### config.mk
export PLATFORM = sky130hd
export DESIGN_NAME = block_cache_tag_controller_unit
export DESIGN_NICKNAME = d
export VERILOG_FILES = /design/src/bctc_pkg.sv /design/src/bctc_ctrl.sv /design/src/bctc_dpath.sv /design/src/block_cache_tag_controller_unit.sv
export SDC_FILE = /design/constraint.sdc
export NUM_CORES = 1
export LEC_CHECK = 0
export BUFFER_PORTS_ARGS = -buffer_cell sky130_fd_sc_hd__buf_2
export CAP_MARGIN = 25
export CORE_UTILIZATION = 30
export DETAILED_ROUTE_END_ITERATION = 6
export PLACE_DENSITY = 0.5
export SYNTH_ARGS = -nofsm -noshare
export SYNTH_HDL_FRONTEND = slang
export SYNTH_HIERARCHICAL = 1
export SYNTH_SLANG_ARGS = --single-unit
### constraint.sdc
create_clock -name clk_i -period 5.4 [get_ports clk_i]
set_clock_uncertainty 0.2 [all_clocks]
set_input_delay 1.08 -clock clk_i [delete_from_list [all_inputs] [get_ports clk_i]]
set_output_delay 1.08 -clock clk_i [all_outputs]
set_load 0.01 [all_outputs]
### src/bctc_pkg.sv
// Shared constants, types and helpers for the block cache tag controller.
// Depends on nothing; used by the controller, the datapath and the top level.
package bctc_pkg;

  localparam int unsigned SLOTS  = 16;
  localparam int unsigned SLOT_W = (SLOTS > 1) ? $clog2(SLOTS) : 1;
  localparam int unsigned CNT_W  = $clog2(SLOTS + 1);
  localparam int unsigned DEV_W  = 8;
  localparam int unsigned BLK_W  = 32;
  localparam int unsigned SLOT_FIELD_W = 4;

  typedef struct packed {
    logic [DEV_W-1:0] dev;
    logic [BLK_W-1:0] blk;
  } tag_t;

  typedef enum logic [1:0] {
    ST_IDLE,
    ST_SCAN,
    ST_VICTIM
  } state_e;

  // Commands from the controller to the datapath.
  typedef struct packed {
    logic load;
    logic scan_rd;
    logic victim_rd;
    logic finish_hit;
    logic finish_miss;
  } cmd_t;

  // Status from the datapath to the controller.
  typedef struct packed {
    logic issue_done;
    logic match;
    logic last_cmp;
  } sts_t;

  // The slot field carries the low bits of the slot index.
  function automatic logic [SLOT_FIELD_W-1:0] slot_field(input logic [SLOT_W-1:0] idx);
    logic [SLOT_W+SLOT_FIELD_W-1:0] ext;
    ext = {{SLOT_FIELD_W{1'b0}}, idx};
    return ext[SLOT_FIELD_W-1:0];
  endfunction

endpackage

### src/bctc_ctrl.sv
// Sequencer of the block cache tag controller: scan, victim read and commit.
// Depends on bctc_pkg; drives the datapath bctc_dpath through cmd_t.
module bctc_ctrl (
  input  logic          clk_i,
  input  logic          rst_ni,
  input  logic          start,
  output logic          busy,
  input  bctc_pkg::sts_t sts_i,
  output bctc_pkg::cmd_t cmd_o
);

  bctc_pkg::state_e state_q, state_d;

  always_ff @(posedge clk_i or negedge rst_ni) begin
    if (!rst_ni) begin
      state_q <= bctc_pkg::ST_IDLE;
    end else begin
      state_q <= state_d;
    end
  end

  always_comb begin
    state_d = state_q;
    cmd_o   = '0;
    busy    = 1'b1;
    case (state_q)
      bctc_pkg::ST_IDLE: begin
        busy = 1'b0;
        if (start) begin
          cmd_o.load = 1'b1;
          state_d    = bctc_pkg::ST_SCAN;
        end
      end
      bctc_pkg::ST_SCAN: begin
        if (sts_i.match) begin
          cmd_o.finish_hit = 1'b1;
          state_d          = bctc_pkg::ST_IDLE;
        end else if (sts_i.last_cmp) begin
          cmd_o.victim_rd = 1'b1;
          state_d         = bctc_pkg::ST_VICTIM;
        end else begin
          cmd_o.scan_rd = !sts_i.issue_done;
        end
      end
      bctc_pkg::ST_VICTIM: begin
        cmd_o.finish_miss = 1'b1;
        state_d           = bctc_pkg::ST_IDLE;
      end
      default: begin
        state_d = bctc_pkg::ST_IDLE;
      end
    endcase
  end

endmodule

### src/bctc_dpath.sv
// Datapath of the block cache tag controller: tag memory, slot state bits,
// victim pointer, tag compare and result registers. Depends on bctc_pkg.
module bctc_dpath (
  input  logic                                clk_i,
  input  logic                                rst_ni,
  input  bctc_pkg::cmd_t                      cmd_i,
  output bctc_pkg::sts_t                      sts_o,
  input  logic                                action_i,
  input  logic [bctc_pkg::DEV_W-1:0]          device_i,
  input  logic [bctc_pkg::BLK_W-1:0]          block_i,
  output logic                                done_o,
  output logic                                hit_o,
  output logic [bctc_pkg::SLOT_FIELD_W-1:0]   slot_o,
  output logic                                fill_needed_o,
  output logic                                writeback_needed_o,
  output logic [bctc_pkg::DEV_W-1:0]          victim_device_o,
  output logic [bctc_pkg::BLK_W-1:0]          victim_block_o
);

  // Tag store; entries are only trusted while their valid bit is set.
  bctc_pkg::tag_t tag_mem [bctc_pkg::SLOTS];

  logic                          req_write_q;
  bctc_pkg::tag_t                req_tag_q;
  logic [bctc_pkg::CNT_W-1:0]    scan_q;
  logic                          rd_vld_q;
  logic [bctc_pkg::SLOT_W-1:0]   rd_idx_q;
  bctc_pkg::tag_t                rdata_q;
  logic [bctc_pkg::SLOT_W-1:0]   vp_q, vp_nxt;
  logic [bctc_pkg::SLOTS-1:0]    valid_q, valid_d;
  logic [bctc_pkg::SLOTS-1:0]    dirty_q, dirty_d;
  logic [bctc_pkg::SLOT_W-1:0]   rd_addr;
  logic                          rd_en;
  logic                          victim_wb;

  logic                                done_q;
  logic                                hit_q;
  logic [bctc_pkg::SLOT_FIELD_W-1:0]   slot_q;
  logic                                fill_q;
  logic                                wb_q;
  logic [bctc_pkg::DEV_W-1:0]          vdev_q;
  logic [bctc_pkg::BLK_W-1:0]          vblk_q;

  assign vp_nxt  = (vp_q == bctc_pkg::SLOT_W'(bctc_pkg::SLOTS - 1)) ? '0 : vp_q + 1'b1;
  assign rd_addr = cmd_i.victim_rd ? vp_nxt : scan_q[bctc_pkg::SLOT_W-1:0];
  assign rd_en   = cmd_i.scan_rd | cmd_i.victim_rd;

  assign sts_o.issue_done = (scan_q == bctc_pkg::CNT_W'(bctc_pkg::SLOTS));
  assign sts_o.match      = rd_vld_q && valid_q[rd_idx_q] && (rdata_q == req_tag_q);
  assign sts_o.last_cmp   = rd_vld_q &&
                            (rd_idx_q == bctc_pkg::SLOT_W'(bctc_pkg::SLOTS - 1));

  assign victim_wb = valid_q[vp_q] && dirty_q[vp_q];

  // Tag memory: one read and one write port, read data registered.
  always_ff @(posedge clk_i) begin
    if (rd_en) begin
      rdata_q <= tag_mem[rd_addr];
    end
    if (cmd_i.finish_miss) begin
      tag_mem[vp_q] <= req_tag_q;
    end
  end

  always_comb begin
    valid_d = valid_q;
    dirty_d = dirty_q;
    if (cmd_i.finish_hit && req_write_q) begin
      dirty_d[rd_idx_q] = 1'b1;
    end
    if (cmd_i.finish_miss) begin
      valid_d[vp_q] = 1'b1;
      dirty_d[vp_q] = req_write_q;
    end
  end

  always_ff @(posedge clk_i or negedge rst_ni) begin
    if (!rst_ni) begin
      valid_q  <= '0;
      dirty_q  <= '0;
      vp_q     <= '0;
      scan_q   <= '0;
      rd_vld_q <= 1'b0;
      done_q   <= 1'b0;
    end else begin
      valid_q  <= valid_d;
      dirty_q  <= dirty_d;
      rd_vld_q <= cmd_i.scan_rd;
      done_q   <= cmd_i.finish_hit | cmd_i.finish_miss;
      if (cmd_i.victim_rd) begin
        vp_q <= vp_nxt;
      end
      if (cmd_i.load) begin
        scan_q <= '0;
      end else if (cmd_i.scan_rd) begin
        scan_q <= scan_q + 1'b1;
      end
    end
  end

  always_ff @(posedge clk_i) begin
    if (cmd_i.load) begin
      req_write_q   <= action_i;
      req_tag_q.dev <= device_i;
      req_tag_q.blk <= block_i;
    end
    if (cmd_i.scan_rd) begin
      rd_idx_q <= scan_q[bctc_pkg::SLOT_W-1:0];
    end
    if (cmd_i.finish_hit) begin
      hit_q  <= 1'b1;
      slot_q <= bctc_pkg::slot_field(rd_idx_q);
      fill_q <= 1'b0;
      wb_q   <= 1'b0;
      vdev_q <= '0;
      vblk_q <= '0;
    end else if (cmd_i.finish_miss) begin
      hit_q  <= 1'b0;
      slot_q <= bctc_pkg::slot_field(vp_q);
      fill_q <= !req_write_q;
      wb_q   <= victim_wb;
      vdev_q <= victim_wb ? rdata_q.dev : '0;
      vblk_q <= victim_wb ? rdata_q.blk : '0;
    end
  end

  assign done_o             = done_q;
  assign hit_o              = hit_q;
  assign slot_o             = slot_q;
  assign fill_needed_o      = fill_q;
  assign writeback_needed_o = wb_q;
  assign victim_device_o    = vdev_q;
  assign victim_block_o     = vblk_q;

endmodule

### src/block_cache_tag_controller_unit.sv
// Top level of the block cache tag controller: joins controller and datapath.
// Depends on bctc_pkg, bctc_ctrl and bctc_dpath.
//
// A request (action, device, block) is taken at a rising edge where start is
// high and busy is low. The block then compares the request with one stored
// tag per cycle, slot 0 upwards, through the single read port of the tag
// memory, and stops at the first valid slot that matches. A hit in slot k
// ends the scan once slot k has been compared; a miss also needs a read of
// the victim slot's old tag after the full scan of all SLOTS slots, which
// comes before its result is registered. The result appears for exactly one
// cycle with done_o high, in the same cycle that busy falls, and there is no
// way to hold it: the receiver must take every beat as it comes. A new request
// may be presented in that same cycle. On a miss the round-robin victim
// pointer advances first, so after reset the first miss lands in slot 1; if
// that slot held a dirty block its old device and block number come out with
// writeback_needed_o, and a read miss asks for a fill. Hits never change the
// replacement order. No clearing pass is needed after reset: the valid and
// dirty bits clear at once and the tag memory is ignored until written.
module block_cache_tag_controller_unit (
  input  logic                                clk_i,
  input  logic                                rst_ni,
  input  logic                                start,
  output logic                                busy,
  input  logic                                action_i,
  input  logic [bctc_pkg::DEV_W-1:0]          device_i,
  input  logic [bctc_pkg::BLK_W-1:0]          block_i,
  output logic                                done_o,
  output logic                                hit_o,
  output logic [bctc_pkg::SLOT_FIELD_W-1:0]   slot_o,
  output logic                                fill_needed_o,
  output logic                                writeback_needed_o,
  output logic [bctc_pkg::DEV_W-1:0]          victim_device_o,
  output logic [bctc_pkg::BLK_W-1:0]          victim_block_o
);

  bctc_pkg::cmd_t cmd;
  bctc_pkg::sts_t sts;

  // The controller sequences each access; it sees only start and the status bits.
  bctc_ctrl u_ctrl (
    .clk_i  (clk_i),
    .rst_ni (rst_ni),
    .start  (start),
    .busy   (busy),
    .sts_i  (sts),
    .cmd_o  (cmd)
  );

  // The datapath holds every tag, slot state bit and result register.
  bctc_dpath u_dpath (
    .clk_i              (clk_i),
    .rst_ni             (rst_ni),
    .cmd_i              (cmd),
    .sts_o              (sts),
    .action_i           (action_i),
    .device_i           (device_i),
    .block_i            (block_i),
    .done_o             (done_o),
    .hit_o              (hit_o),
    .slot_o             (slot_o),
    .fill_needed_o      (fill_needed_o),
    .writeback_needed_o (writeback_needed_o),
    .victim_device_o    (victim_device_o),
    .victim_block_o     (victim_block_o)
  );

endmodule

### Word-level counts from Yosys, hierarchy flattened

Memories as Yosys holds them, arrays and structs flattened. A register that Yosys moved wholly into a read port is not among the register bits.
Cells that the tools add are included.

| operators by class | value |
|---|---|
| $add $sub $neg | 2 |
| multiply operators | 0 |
| div/mod/pow operators | 0 |
| $lt $le $gt $ge | 4 |
| equal/unequal tests | 8 |
| shifts and indexed selects | 0 |
| muxes and demuxes | 36 |
| bitwise gates (word level) | 4 |
| reductions and logical operators | 13 |

Operators with widths:

| cell | number |
|---|---|
| $eq 40x40->1 | 1 |
| $mux 16 | 2 |
| $mux 32 | 1 |
| $or 16x16->16 | 2 |
| $bwmux 16 | 1 |
| $mux 4 | 4 |
| $mux 1 | 14 |
| $bmux 1 s4 | 3 |
| $lt 4x5->1 const B | 2 |
| $mux 5 | 2 |
| $demux 1 s4 | 2 |
| $eq 4x4->1 const B | 2 |
| $ge 4x1->1 const B | 2 |
| $mux 2 | 4 |
| $mux 8 | 1 |
| $logic_and 1x1->1 | 7 |
| $add 5x1->5 const B | 1 |
| $eq 5x5->1 const B | 1 |
| $add 4x1->4 const B | 1 |
| $pmux 2 s2 | 1 |
| $reduce_bool 2->1 | 2 |
| $mux 3 | 1 |
| $ne 3x3->1 const B | 1 |
| $eq 2x1->1 const B | 1 |
| other kinds (6) | 8 |

| word-level totals | value |
|---|---|
| flip-flop bits (word level) | 137 |
| bits in latches | 0 |
| memory bits (writable) | 640 |
| bits in read-only memories | 0 |
| output and inout bits | 49 |
| logic and storage cells | 85 |
| memories kept | 1 |

Memory list:

| name | words | width | rd ports | clocked after memory_dff | wr ports | line | source |
|---|---|---|---|---|---|---|---|
| u_dpath.tag_mem | 16 | 40 | 1 | 1 | 1 | bctc_dpath.sv:21 | `bctc_pkg::tag_t tag_mem [bctc_pkg::SLOTS];` |

### Longest topological paths before layout

Gate-level depths: netlist of run 1.

| depth | value |
|---|---|
| depth after elaboration | 10 |
| gate-level depth with buffers | 16 |
| gate-level depth less buffers | 12 |

### Modules after synthesis

The synthesis of run 1 kept the hierarchy.

By module, submodules not included:

| module | instances | cells each | area an instance (µm²) |
|---|---|---|---|
| bctc_dpath | 1 | 2209 | 31256.2 |
| bctc_ctrl | 1 | 13 | 133.9 |

### Worst setup path after synthesis of run 1

No wires, ideal clock.

| timing | value |
|---|---|
| kind | reg-to-reg |
| start | register u_dpath/rd_idx_q[0] (netlist bit) |
| end | register, netlist name u_dpath/rdata_q[0] |
| setup time | 0.379 ns |
| data arrival time | 3.786 ns |
| required time | 4.821 ns |
| path slack | 1.034 ns |
| cell stages (with the launch flop) | 7 |
| path buffers | 1 |
| period minus slack after synthesis | 4.366 ns |
| cells stage by stage | edfxtp_1 > buf_1 > mux4_2 > mux4_2 > and3_1 > nor4_1 > or2_2 |

RTL lines:

| item | line | source |
|---|---|---|
| start: declaration | bctc_dpath.sv:27 | `logic [bctc_pkg::SLOT_W-1:0] rd_idx_q;` |
| start signal: assignment | bctc_dpath.sv:108 | `rd_idx_q <= scan_q[bctc_pkg::SLOT_W-1:0];` |

==> reports/metrics.cfg, run 1 <==
[status]
status = finished, final reports clean

[clocking]
cts_setup_buffers = 0
cts_htree_levels = 3
cts_buffers = 88
cts.path.max_buffers = 3
clk_pin_slew_ps = 60
cts_root_buf = clkbuf_16
post_cts_resize_count = 0
clock_sinks = 817
insertion_delay_ps = 650
cts_hold_buffers = 0
cts_tree = done

[pwr]
p_int_mw = 12.6
switchingPower_mw = 6.23
leakagePower_nw = 12.7
p_total_mw = 18.8
p_clk_frac = 0.310
ir_drop_v = 0.000475
p_seq_frac = 0.428
power.density_nw_per_um2 = 511
switching_share = 0.332
combPwrFrac = 0.262

[global_routing]
grt_pass1_vias = 18691
track_usage = 0.164
grt_first_pass_wirelength_um = 129000
antenna_found_initial = 3
grt_overflow_total = 0
grt_max_degree = 83

[worst_setup_path]
r2r_slack_ps = 890
crit_chain = xor2_1 -> buf_4 -> nor4_1 -> nand4_1 -> nor4_1 -> buf_4 -> and3_1 -> nor3b_2 -> buf_4 -> a32oi_4 -> buf_4 -> a21oi_1 -> a32oi_1 -> nand3_1 -> o21ai_1
path_max_fanout = 27
crit_top_cell = buf_4
max_stage_delay_ps = 590
endpoint_kind = flop
setup.worst_path.class = reg2reg
slowest_stage = nor4_1
worstPathRequired_ps = 5650
crit_buf_inv = 4
crit_family = simple AND/OR/NAND/NOR gates
startpoint_type = flop
cp.arrival_ps = 4760

[timing]
hold_viol_final = 0
post-route-min-period_ps = 4510
min_period_over_period = 0.835
max_slew_margin = 0.314
setup_ws_ps = 891
worst_pin_slew_ps = 1030
setup_tns_ps = 0
fmax_mhz = 222
setup_viol = 0
rsz0062_at_grt = false
maxSlewViolCount = 0

[cells_and_area]
insertedDiodeCount = 0
postLayoutCoreUtil = 0.355
fillCellCount = 9944
area_growth_syn_to_layout_pct = 17.1
final_cells = 3798
drive_gt1_frac = 0.139
fin_nets = 2395

[floorplanning]
die_area_um2 = 106000
die-height_um = 325
start_util = 0.303
core_area_um2 = 104000
rows = 118
die_x_um = 325
io_pins = 93

[logic_synthesis]
ys_ff_latch = 817
ys_types = 55
netlist_instances = 2222
ys.warnings.count = 6
synth_nets = 2272
yosysSeqAreaShare = 0.761
netlist_area_um2 = 31400
syn_avg_cell_area_um2 = 14.1

[routing]
wire_per_inst_um = 23.4
antenna_left = 0
drt-total-wl_um = 88700
vias = 19099
drt-vias-per-instance = 5.03
drtIter0Drc = 1811
firstDrtPassIters = 6
drcViolationCount = 0

[place]
port_buffers = 92
globalplace.congestion = 0.806
dp_hpwl_um = 50900
dp_cells = 3634
place_ws_ps = 893

[job]
maxCapViolCount = 0

[min_path]
hp-class = in2async

[placed cells by master, fill, tap and decap left out, drive strengths merged, types with 7 or more instances in the layout]
cell | synthesis | routed
edfxtp | 729 | 729
nand2 | 550 | 550
a21oi | 185 | 185
buf | 70 | 167
clkbuf | 64 | 125
nand3 | 124 | 124
a32oi | 121 | 121
o21ai | 54 | 54
dfrtp | 45 | 45
dfxtp | 43 | 43
a22o | 40 | 40
clkinv | 0 | 30
nor2 | 28 | 28
inv | 24 | 27
xor2 | 24 | 24
xnor2 | 22 | 22
nand2b | 16 | 16
mux4 | 12 | 12
nand4 | 7 | 7
nor4 | 7 | 7
[power groups by stage]
stage                     Clock (mW)  Combinational (mW)  Sequential [mW]
after floorplan                    0                3.17             7.87
after global placement             0                4.90             8.17
after detailed placement           0                4.96             8.17
after CTS                       5.94                4.97             8.05
after global routing            6.19                5.39             8.10
final                           5.82                4.92             8.05
[kinds of logic (layout without fill, tap and decap cells)]
group	count (synthesis)	count (layout)	synth area share
adders and majority gates	6	6	0.00239
xor gates and xnor gates	46	46	0.0128
buffers and inverters	158	354	0.0229
and+or+nand+nor	760	760	0.101
muxes	19	19	0.0116
AOI/OAI and AO/OA	416	416	0.0884
DFF	817	817	0.761
[per-stage QoR]
step / cell area, um2 / hold WS (ps)
floorplan: 31400 / 223
global placement: 33900 / 239
detailed placement: 34000 / 242
CTS: 36800 / 182
global route: 36800 / 196
finish: 36800 / 192
[area by class of cell]
cell class / count / area, um2 / share of cell area
inverters: 24 / 90.1 / 0.00245
flip-flops and latches: 817 / 23900 / 0.649
well taps: 1380 / 1730 / 0.0470
clock inverters: 38 / 359 / 0.00977
multi-input cells: 1247 / 6880 / 0.187
repair buffers: 167 / 1410 / 0.0384
clock buffers: 125 / 2420 / 0.0658
[routing by layer]
layer,vias to the layer above,GRT usage,share of wire
met1,9773,0.234,0.46
met5,-,0,0
li1,8553,-,-
met3,128,0.0205,0.051
met2,645,0.265,0.47
met4,0,0.0433,0.022
[flip-flops by register name (all words and copies together) (netlist names), 5 cells and up]
register / flops
u_dpath/dirty_q: 16
u_dpath/rdata_q: 40
u_dpath/req_tag_q: 40
u_dpath/scan_q: 5
u_dpath/tag_mem: 640
u_dpath/valid_q: 16
u_dpath/victim_block_o: 32
u_dpath/victim_device_o: 8
[Yosys cell counts, drive strengths merged]
master	count	area, um2
a211oi	1	7.51
a21o	2	15.0
a21oi	185	937
a22o	40	350
a311oi	1	8.76
a31oi	5	37.5
a32oi	121	1070
and2	4	25.0
and2b	1	8.76
and3	4	25.0
buf	70	384
clkbuf	64	244
dfrtp	45	1130
dfxtp	43	861
edfxtp	729	21900
ha	6	75.1
inv	24	90.1
mux2	2	22.5
mux2i	5	50.1
mux4	12	293
nand2	550	2060
nand2b	16	110
nand3	124	621
nand4	7	43.8
nor2	28	105
nor2b	2	12.5
nor3	5	25.0
nor3b	2	15.0
nor4	7	43.8
nor4bb	1	10.0
o211ai	2	15.0
o21a	1	7.51
o21ai	54	278
o32a	1	10.0
o32ai	2	32.5
o41ai	1	8.76
or2	6	40.0
or2b	1	7.51
or4	2	18.8
xnor2	22	193
xor2	24	210
[path summary, 6_finish.rpt]
path | startpoint | to | cells after the start
max | u_dpath/rdata_q[29] | u_dpath/rdata_q[29] | 15
min | rst_ni | u_dpath/dirty_q[10] | 1
max reg2reg | u_dpath/rdata_q[29] | u_dpath/rdata_q[29] | 15
min reg2reg | u_dpath/hit_o | u_dpath/hit_o | 1
max in group asynchronous | rst_ni | u_dpath/valid_q[0] | 2
min in group clk_i | u_dpath/hit_o | u_dpath/hit_o | 1
No activity file was read; power rests on OpenSTA's default activity.
==> run 2: changes to the inputs <==
--- a/config.mk
+++ b/config.mk
@@ -5,11 +5,12 @@
 export SDC_FILE = /design/constraint.sdc
 export NUM_CORES = 1
 export LEC_CHECK = 0
+export ABC_AREA = 1
 export BUFFER_PORTS_ARGS = -buffer_cell sky130_fd_sc_hd__buf_2
 export CAP_MARGIN = 25
 export CORE_UTILIZATION = 30
 export DETAILED_ROUTE_END_ITERATION = 6
-export PLACE_DENSITY = 0.5
+export PLACE_DENSITY = 0.52
 export SYNTH_ARGS = -nofsm -noshare
 export SYNTH_HDL_FRONTEND = slang
 export SYNTH_HIERARCHICAL = 1
==> constraint.sdc (replaced) <==
create_clock -name clk_i -period 3.94 [get_ports clk_i]
set_clock_uncertainty 0.2 [all_clocks]
set_input_delay 0.788 -clock clk_i [delete_from_list [all_inputs] [get_ports clk_i]]
set_output_delay 0.788 -clock clk_i [all_outputs]
set_load 0.01 [all_outputs]
==> run 2 against run 1 <==
  * Non-clock buffer count increased by 82
  * Combinational power grew 89%
  * Setup slack got worse by 790 ps
  * Area after synthesis up 9.7%
  * Critical path depth rose by 7
  * Via count up 25%
  * Wire length increased by 22%
  * Critical path type unchanged
  * Critical endpoint is now u_dpath/rdata_q[17]
  * Largest power group unchanged
==> reports/metrics.cfg, run 2 <==
[timing]
max_slew_margin = 0.307  ; was 0.314
maxSlewViolCount = 0  ; unchanged
min_period_over_period = 0.974  ; was 0.835
post-route-min-period_ps = 3840  ; was 4510 ps
setup_ws_ps = 103  ; was 891 ps
fmax_mhz = 261  ; was 222 MHz
worst_pin_slew_ps = 1040  ; was 1030 ps
hold_viol_final = 0  ; unchanged
rsz0062_at_grt = false  ; unchanged
setup_tns_ps = 0  ; unchanged
setup_viol = 0  ; unchanged

[cells_and_area]
fillCellCount = 11149  ; was 9944
fin_nets = 3338  ; was 2395
multi_input_area_um2 = 8890  ; was 6880 um2
final_cell_mix = 925 x nand2_1, 729 x edfxtp_1, 591 x nand3_1  ; was 729 x edfxtp_1, 550 x nand2_1, 184 x a21oi_1
area_growth_syn_to_layout_pct = 18.0  ; was 17.1%
regMostFlops = u_dpath/tag_mem  ; unchanged
final_cells = 4864  ; was 3798
reg_top3 = u_dpath/tag_mem (640), u_dpath/rdata_q (40), u_dpath/req_tag_q (40)  ; unchanged
final_common_cell = nand2_1  ; was edfxtp_1
drive_gt1_frac = 0.127  ; was 0.139
largest_register_ffs = 640  ; unchanged
register_area_um2 = 23900  ; unchanged

[routing]
vias = 23806  ; was 19099
drcViolationCount = 0  ; unchanged
firstDrtPassIters = 6  ; unchanged
drt-vias-per-instance = 4.89  ; was 5.03
wire_per_inst_um = 22.3  ; was 23.4 um
antenna_left = 0  ; unchanged
drtIter0Drc = 2466  ; was 1811
drt-total-wl_um = 109000  ; was 88700 um

[floorplanning]
die_x_um = 341  ; was 325 um
core_area_um2 = 113000  ; was 104000 um2
die-height_um = 341  ; was 325 um
start_util = 0.304  ; was 0.303
die_area_um2 = 116000  ; was 106000 um2
io_pins = 93  ; unchanged
rows = 123  ; was 118

[logic_synthesis]
synth_xor_area_frac = 0.00407  ; was 0.0128
ys_ff_latch = 817  ; unchanged
synth_top_family_by_area = simple AND/OR/NAND/NOR gates  ; unchanged
synth_most_common_cell = nand2_1  ; was edfxtp_1
synth-edff-count = 729  ; unchanged
ys.warnings.count = 6  ; unchanged
synth_nets = 3177  ; was 2272
yosysSeqAreaShare = 0.693  ; was 0.761
synthFlopType = edfxtp_1  ; unchanged
synthTopCellsByArea = edfxtp_1 64%, nand2_1 10%, nand3_1 8.6%  ; was edfxtp_1 70%, nand2_1 6.6%, dfrtp_1 3.6%
yosys-top-cells-count = 926 x nand2_1, 729 x edfxtp_1, 591 x nand3_1  ; was 729 x edfxtp_1, 550 x nand2_1, 184 x a21oi_1
synth-async-reset-ratio = 0.0551  ; unchanged
synthAdderAreaFrac = 0.00218  ; was 0.00239
yosysTopAreaCell = edfxtp_1  ; unchanged
synth_compound_area_frac = 0.0188  ; was 0.0884
muxShareOfSynthArea = 0  ; was 0.0116
netlist_instances = 3127  ; was 2222
ys_types = 35  ; was 55
synth-simple-area-share = 0.226  ; was 0.101
syn_avg_cell_area_um2 = 11.0  ; was 14.1 um2
yosys.area.top_type_share = 0.636  ; was 0.697
netlist_area_um2 = 34400  ; was 31400 um2

[status]
status = finished, final reports clean  ; unchanged

[place]
globalplace.congestion = 0.793  ; was 0.806
port_buffers = 92  ; unchanged
dp_hpwl_um = 61700  ; was 50900 um
place_ws_ps = 88.9  ; was 893 ps
dp_cells = 4690  ; was 3634

[clocking]
clock_sinks = 817  ; unchanged
cts_root_buf = clkbuf_16  ; unchanged
cts_htree_levels = 3  ; unchanged
cts_buffers = 90  ; was 88
insertion_delay_ps = 660  ; was 650 ps
cts_tree = done  ; unchanged
cts.path.max_buffers = 3  ; unchanged
clk_pin_slew_ps = 60  ; about the same

[global_routing]
grt_pass1_vias = 22672  ; was 18691
grt_first_pass_wirelength_um = 156000  ; was 129000 um
antenna_found_initial = 9  ; was 3
grt_overflow_total = 0  ; unchanged
track_usage = 0.182  ; was 0.164
grt_max_degree = 96  ; was 83

[job]
maxCapViolCount = 0  ; unchanged

[worst_setup_path]
setup.worst_path.class = reg2reg  ; unchanged
endpoint_kind = flop  ; unchanged
startpoint_type = flop  ; unchanged
worstPathRequired_ps = 4140  ; was 5650 ps
cp.arrival_ps = 4040  ; was 4760 ps
path_max_fanout = 44  ; was 27

[pwr]
power.density_nw_per_um2 = 699  ; was 511 nW/um2
p_total_mw = 28.4  ; was 18.8 mW
leakagePower_nw = 16.1  ; was 12.7 nW
ir_drop_v = 0.000513  ; was 0.000475 V

[min_path]
hp-class = in2reg  ; was in2async

## run 2: final cells by class
cell class | count | share of cell area
Multi-Input combinational cell | 1877 | 0.219
Clock inverter | 40 | 0.00812
Antenna cell | 1 | 0.0000616
Sequential cell | 817 | 0.587
Clock buffer | 127 | 0.0624
Tap cell | 1500 | 0.0462
Inverter | 253 | 0.0235
Timing Repair Buffer | 249 | 0.0537
## run 2: worst max-delay path: stages (launching register included)
cell,delay (ps)
edfxtp_1,450
xnor2_1,210
buf_4,150
nand2_1,60
nor2_1,200
nand2_1,130
nor2_2,220
nand3_1,200
nor2_1,170
inv_1,70
nand2_1,90
nor2_1,60
inv_1,110
buf_4,150
nand2_8,110
buf_12,220
buf_12,200
nand3_1,120
nand2_1,70
nand2_1,60
nand3_1,110
nand3_1,100
nand2_1,50
## run 2: final timing paths
path                                       startpoint                    endpoint  slack, ps  cells after the start
min                                        block_i[0]        u_dpath/req_tag_q[0]        110                      1
min reg2reg                u_dpath/victim_device_o[1]  u_dpath/victim_device_o[1]        250                      2
max                               u_dpath/rdata_q[24]         u_dpath/rdata_q[17]        100                     22
min in group asynchronous                      rst_ni           u_dpath/scan_q[3]        410                      2
max reg2reg                       u_dpath/rdata_q[24]         u_dpath/rdata_q[17]        100                     22
max in group asynchronous                      rst_ni         u_dpath/dirty_q[14]       2360                      3
## run 2: per-stage QoR
stage                     utilization  cell area, um2  hold WS (ps)
after detailed placement        0.333           37700           237
after global routing            0.359           40700          90.5
final                           0.359           40700           107
after floorplan                     -           34400           249
after CTS                       0.359           40600          70.0
after global placement          0.333           37700           235
## run 2: layer usage
metal / share of wire / up-vias / track usage
met5: 0.00057 / - / 0
met4: 0.020 / 10 / 0.0443
met3: 0.077 / 144 / 0.0408
met2: 0.45 / 844 / 0.277
met1: 0.45 / 11789 / 0.263
li1: - / 11019 / -
## run 2: cell families (layout without fill, tap and decap cells)
kind of cell / count (synthesis) / in the layout
other cells: 0 / 1
simple gates: 1740 / 1742
fa+ha+maj: 6 / 6
xor+xnor: 16 / 16
buf+inv: 435 / 669
flops: 817 / 817
compound gates: 113 / 113
## run 2: power breakdown
group | switching (mW) | internal (mW)
clock | 3.50 | 4.75
combinational | 6.35 | 2.95
sequential | 0.590 | 10.3
total | 10.4 | 18.0
## run 2: timing repair
item,CTS,global route
hold buffers,1,0
resized for setup,0,6
buffers inserted,0,3
setup endpoints to repair,0,59
hold endpoints to repair,16,0
